==> config.mk <==
export PLATFORM = sky130hd
export DESIGN_NAME = cmee_divider
export DESIGN_NICKNAME = d
export VERILOG_FILES = /design/src/rtl/cmee_divider.sv
export SDC_FILE = /design/constraint.sdc
export NUM_CORES = 1
export LEC_CHECK = 0
export BUFFER_PORTS_ARGS = -buffer_cell sky130_fd_sc_hd__buf_2
export CAP_MARGIN = 5
export CELL_PAD_IN_SITES_DETAIL_PLACEMENT = 0
export CELL_PAD_IN_SITES_GLOBAL_PLACEMENT = 1
export CORE_UTILIZATION = 46
export CTS_BUF_LIST = sky130_fd_sc_hd__clkbuf_4
export DETAILED_ROUTE_END_ITERATION = 6
export PLACE_DENSITY = 0.95
export SKIP_CTS_REPAIR_TIMING = 1
export SYNTH_ARGS = -nofsm -noshare
export SYNTH_HDL_FRONTEND = slang
export SYNTH_SLANG_ARGS = --single-unit
==> constraint.sdc <==
create_clock -name clk -period 5 [get_ports clk]
set_input_delay 1 -clock clk [delete_from_list [all_inputs] [get_ports clk]]
set_output_delay 1 -clock clk [all_outputs]
set_load 0.03 [all_outputs]
==> src/rtl/cmee_divider.sv <==
// Shared restoring divider, one quotient bit per cycle.
module cmee_divider #(
  parameter int NumW = 25,
  parameter int DenW = 15
) (
  input  logic            clk,
  input  logic            rst_n,
  input  logic            start,
  input  logic [NumW-1:0] num,
  input  logic [DenW-1:0] den,
  output logic            done,
  output logic [NumW-1:0] quot,
  output logic [DenW-1:0] rem
);
  localparam int CntW = $clog2(NumW + 1);

  logic [NumW-1:0] q_r, q_nxt;
  logic [DenW:0]   r_r, r_nxt;
  logic [DenW-1:0] d_r, d_nxt;
  logic [CntW-1:0] cnt_r, cnt_nxt;
  logic            busy_r, busy_nxt;
  logic [DenW:0]   trial;
  logic [DenW:0]   diff;

  assign trial = {r_r[DenW-1:0], q_r[NumW-1]};
  assign diff  = trial - {1'b0, d_r};

  always_comb begin
    q_nxt    = q_r;
    r_nxt    = r_r;
    d_nxt    = d_r;
    cnt_nxt  = cnt_r;
    busy_nxt = busy_r;
    if (start) begin
      q_nxt    = num;
      r_nxt    = '0;
      d_nxt    = den;
      cnt_nxt  = CntW'(NumW);
      busy_nxt = 1'b1;
    end else if (busy_r) begin
      if (cnt_r != '0) begin
        if (!diff[DenW]) begin
          r_nxt = diff;
          q_nxt = {q_r[NumW-2:0], 1'b1};
        end else begin
          r_nxt = trial;
          q_nxt = {q_r[NumW-2:0], 1'b0};
        end
        cnt_nxt = cnt_r - 1'b1;
      end else begin
        busy_nxt = 1'b0;
      end
    end
  end

  always_ff @(posedge clk) begin
    if (!rst_n) begin
      busy_r <= 1'b0;
      cnt_r  <= '0;
    end else begin
      busy_r <= busy_nxt;
      cnt_r  <= cnt_nxt;
    end
    q_r <= q_nxt;
    r_r <= r_nxt;
    d_r <= d_nxt;
  end

  // quotient and remainder are final once all steps are done
  assign done = busy_r && (cnt_r == '0);
  assign quot = q_r;
  assign rem  = r_r[DenW-1:0];

endmodule
==> impl_summary.log <==
INFO  metric switchingPower = 0.000476 W
INFO  metric fmax = 0.343 GHz
INFO  metric slew-limit-headroom = a little under a third
INFO  metric p_leak = 1.72 nW
INFO  metric cts_tree = built
INFO  metric drc = 0
INFO  metric yosysTopAreaCellShare = 35.6%
INFO  metric synth_area_leaders = edfxtp_1 36%, dfxtp_1 12%, mux2_2 8.4%, ha_1 5.9%, nor2_1 2.9%
INFO  metric htree_levels = 3
INFO  metric ys_warn_count = 0
INFO  metric core = 6940 um^2
INFO  metric total_clock_sinks = just over 60
INFO  metric synth-main-ff-cell = edfxtp_1
INFO  metric timing.final.crit_period = 2920 ps
INFO  metric final_hold_viol_count = 0
INFO  metric groute.usage.overall = around a fifth
INFO  metric placed_cell_area = 3850 um^2
INFO  metric worst_ep_arrival_time = 3230 ps
INFO  metric floorplan.initialDensity = 48.5%
INFO  metric final_slew_violations = 0
INFO  metric final_min_period_over_clock_period = between 50 and 60%
INFO  metric vias_per_cell = 5.38
INFO  metric die_width = 87.6 um
INFO  metric num-fill-cells = 592
INFO  metric antenna_cells = 0
INFO  metric syn-cell-area = 3370 um^2
INFO  metric ctsLongestPathBuffers = 2
INFO  metric place_hpwl = 5240 um
INFO  metric timing.critical_path.from_type = flop
INFO  metric final-setup-viol-count = 0
INFO  metric wl_per_cell = 14.9 um
INFO  metric netlist.top_cell.by_area = edfxtp_1
INFO  metric status = finished, final reports clean
INFO  metric gpl.final_weighted_congestion = 0.890
INFO  metric timing.critical_path.required = 5310 ps
INFO  metric rsz0062_at_grt = false
INFO  metric num_io_pins = 84
INFO  metric ys_types = 54
INFO  metric synth_most_common_cell = edfxtp_1
INFO  metric slowest_delay = between 800 and 900 ps
INFO  metric detailroute.via_count = 2649
INFO  metric grt.overflow.total = 0
INFO  metric clock_power_share = between 20% and 30%
INFO  metric pwr_density_cell = 355 nW/um^2
INFO  metric max_cap_viol_count = 0
INFO  metric rows = 30
INFO  metric worst_tran_pin_value = 1040 ps
INFO  metric synth_async_sr_flop_share = 0%
INFO  metric first_iter_violations = between 100 and 150
INFO  metric fin_setup_tns = 0 ps
INFO  metric clk_pin_slew_worst_paths = about 110 ps
INFO  metric post_synth.cell_area_avg = between 10 and 15 um^2
INFO  metric fin_area = 4020 um^2
INFO  metric root_buffer = clkbuf_4
INFO  metric synth_enable_flop_cells = 40
INFO  metric seq_power_share = 43.8%
INFO  metric cts_made_buffers = 9
INFO  metric maximum_number_of_pins_on_one_net_before_global_route_repair = 35
INFO  metric clkLatencyLatePin = 420 ps
INFO  metric post_layout_nonfiller_instances = approximately 490
INFO  metric worst_setup_path_class = reg -> reg
INFO  metric peakVddDrop = 176 uV
INFO  metric num-nets-final = 451
INFO  metric area.growth.synth_to_final = 19.2%
INFO  metric drt_first_pass_iters = 4
INFO  metric netSwitchingFraction = 33.4%
INFO  metric synth_fp_nets = between 300 and 400
INFO  metric worst_clock_skew = about 11 ps
INFO  metric grt_antenna_before_repair = 0
INFO  metric grt_first_pass_wirelength = between 10000 and 15000 um
INFO  metric power_report.internal_total = 0.000951 W
INFO  metric share_of_cells_above_drive_strength_1 = around a third
INFO  metric comb_power_share = 28.0%
INFO  metric route.antenna.remaining_nets = 0
INFO  metric io_buffers = 83
INFO  metric yosysSeqAreaShare = 48.1%
INFO  metric placed_cells = 476
INFO  metric floorplan.die_area = 7670 um^2
INFO  metric grt_pass1_vias = 2439
INFO  metric worstHoldPathType = reg -> reg
INFO  metric path_cells = ha_1, a21oi_1, o21ai_0, a211o_1, o21ai_1, nand3_1, a32o_1
INFO  metric yosys_reg_bits = 61
INFO  metric cp_max_fo = 13
INFO  metric die_h = between 80 and 90 um
INFO  metric worst_path_max_delay_cell = o21ai_1
INFO  metric finalWirelength = 7330 um
INFO  metric yosys-top-cells-count = 40 x edfxtp_1, 26 x nor2_1, 25 x mux2_2, 21 x dfxtp_1, 20 x inv_1
INFO  metric postSynthCellCount = a little over 300
INFO  metric end_kind = flop
## per-layer routing
metal  vias up  wire length [um]  track usage [%]
li1       1333                 -                -
met1      1228              3330             28.2
met2        80              3540             31.3
met3         8               376             5.84
met4         0                84             7.45
met5         -                 0                0
## worst max-delay path, delay by kind of cell, from the launching register on
family | cells | cell delay [ps]
simple gates | 1 | 140
flops | 1 | 360
compound gates | 5 | 1900
fa+ha+maj | 1 | 390
## placed cells by master, fill, tap and decap left out, types with 8 or more instances in the layout
cell type,netlist,layout
buf_2,2,83
edfxtp_1,40,40
nor2_1,26,26
mux2_2,25,25
dfxtp_1,21,21
inv_1,20,20
a21oi_1,17,17
ha_1,16,16
o21ai_0,16,15
nand2_1,13,13
nand3_1,9,9
clkbuf_4,0,9
o21a_1,8,8
a311oi_1,8,8
## logic make-up after synthesis
family	synth area share, %
DFF	48.1
xor gates and xnor gates	2.60
muxes	8.35
buffers and inverters	4.31
and+or+nand+nor	12.2
AOI/OAI and AO/OA	17.9
adders and majority gates	6.54
## stage by stage
stage | setup WS, ps | util, % | hold slack [ps] | power, W
3_3_place_gp | 2200 | 55.4 | 498 | 0.00103
3_5_place_dp | 2100 | 55.4 | 504 | 0.00103
4_1_cts | 2080 | 57.8 | 520 | 0.00144
2_1_floorplan | 2250 | - | 484 | 0.000934
5_1_grt | 1810 | 57.8 | 568 | 0.00150
6_report | 2080 | 57.8 | 514 | 0.00143
## area by class of cell
cell class / instances / area [um^2] / share of cell area (%)
well taps: 96 / 120 / 2.99
multi-input cells: 214 / 1600 / 39.9
clock buffers: 9 / 67.6 / 1.68
clock inverters: 7 / 97.6 / 2.43
flip-flops and latches: 61 / 1620 / 40.4
inverters: 20 / 75.1 / 1.87
repair buffers: 85 / 430 / 10.7
## registers in the layout, summed over array words and instances, names as in the netlist
register	cells
busy_r	1
cnt_r	5
d_r	15
quot	25
r_r	15
## power by group through the flow
stage               combinational (W)  sequential [W]  clock [W]
finish                       0.000399        0.000626   0.000402
global route                 0.000437        0.000634   0.000434
CTS                          0.000400        0.000626   0.000411
detailed placement           0.000397        0.000637          0
global placement             0.000392        0.000635          0
floorplan                    0.000231        0.000703          0
## path summary, 6_finish.rpt
kind / startpoint / end / slack [ps] / cells after the start
setup / recovery: r_r[7]$_SDFFE_PP0P_ / r_r[2]$_SDFFE_PP0P_ / 2080 / 7
hold / removal: cnt_r[1]$_SDFFE_PP0P_ / cnt_r[1]$_SDFFE_PP0P_ / 510 / 2
setup reg to reg: r_r[7]$_SDFFE_PP0P_ / r_r[2]$_SDFFE_PP0P_ / 2080 / 7
hold reg to reg: cnt_r[1]$_SDFFE_PP0P_ / cnt_r[1]$_SDFFE_PP0P_ / 510 / 2
Power figures use the tool's default switching activity.
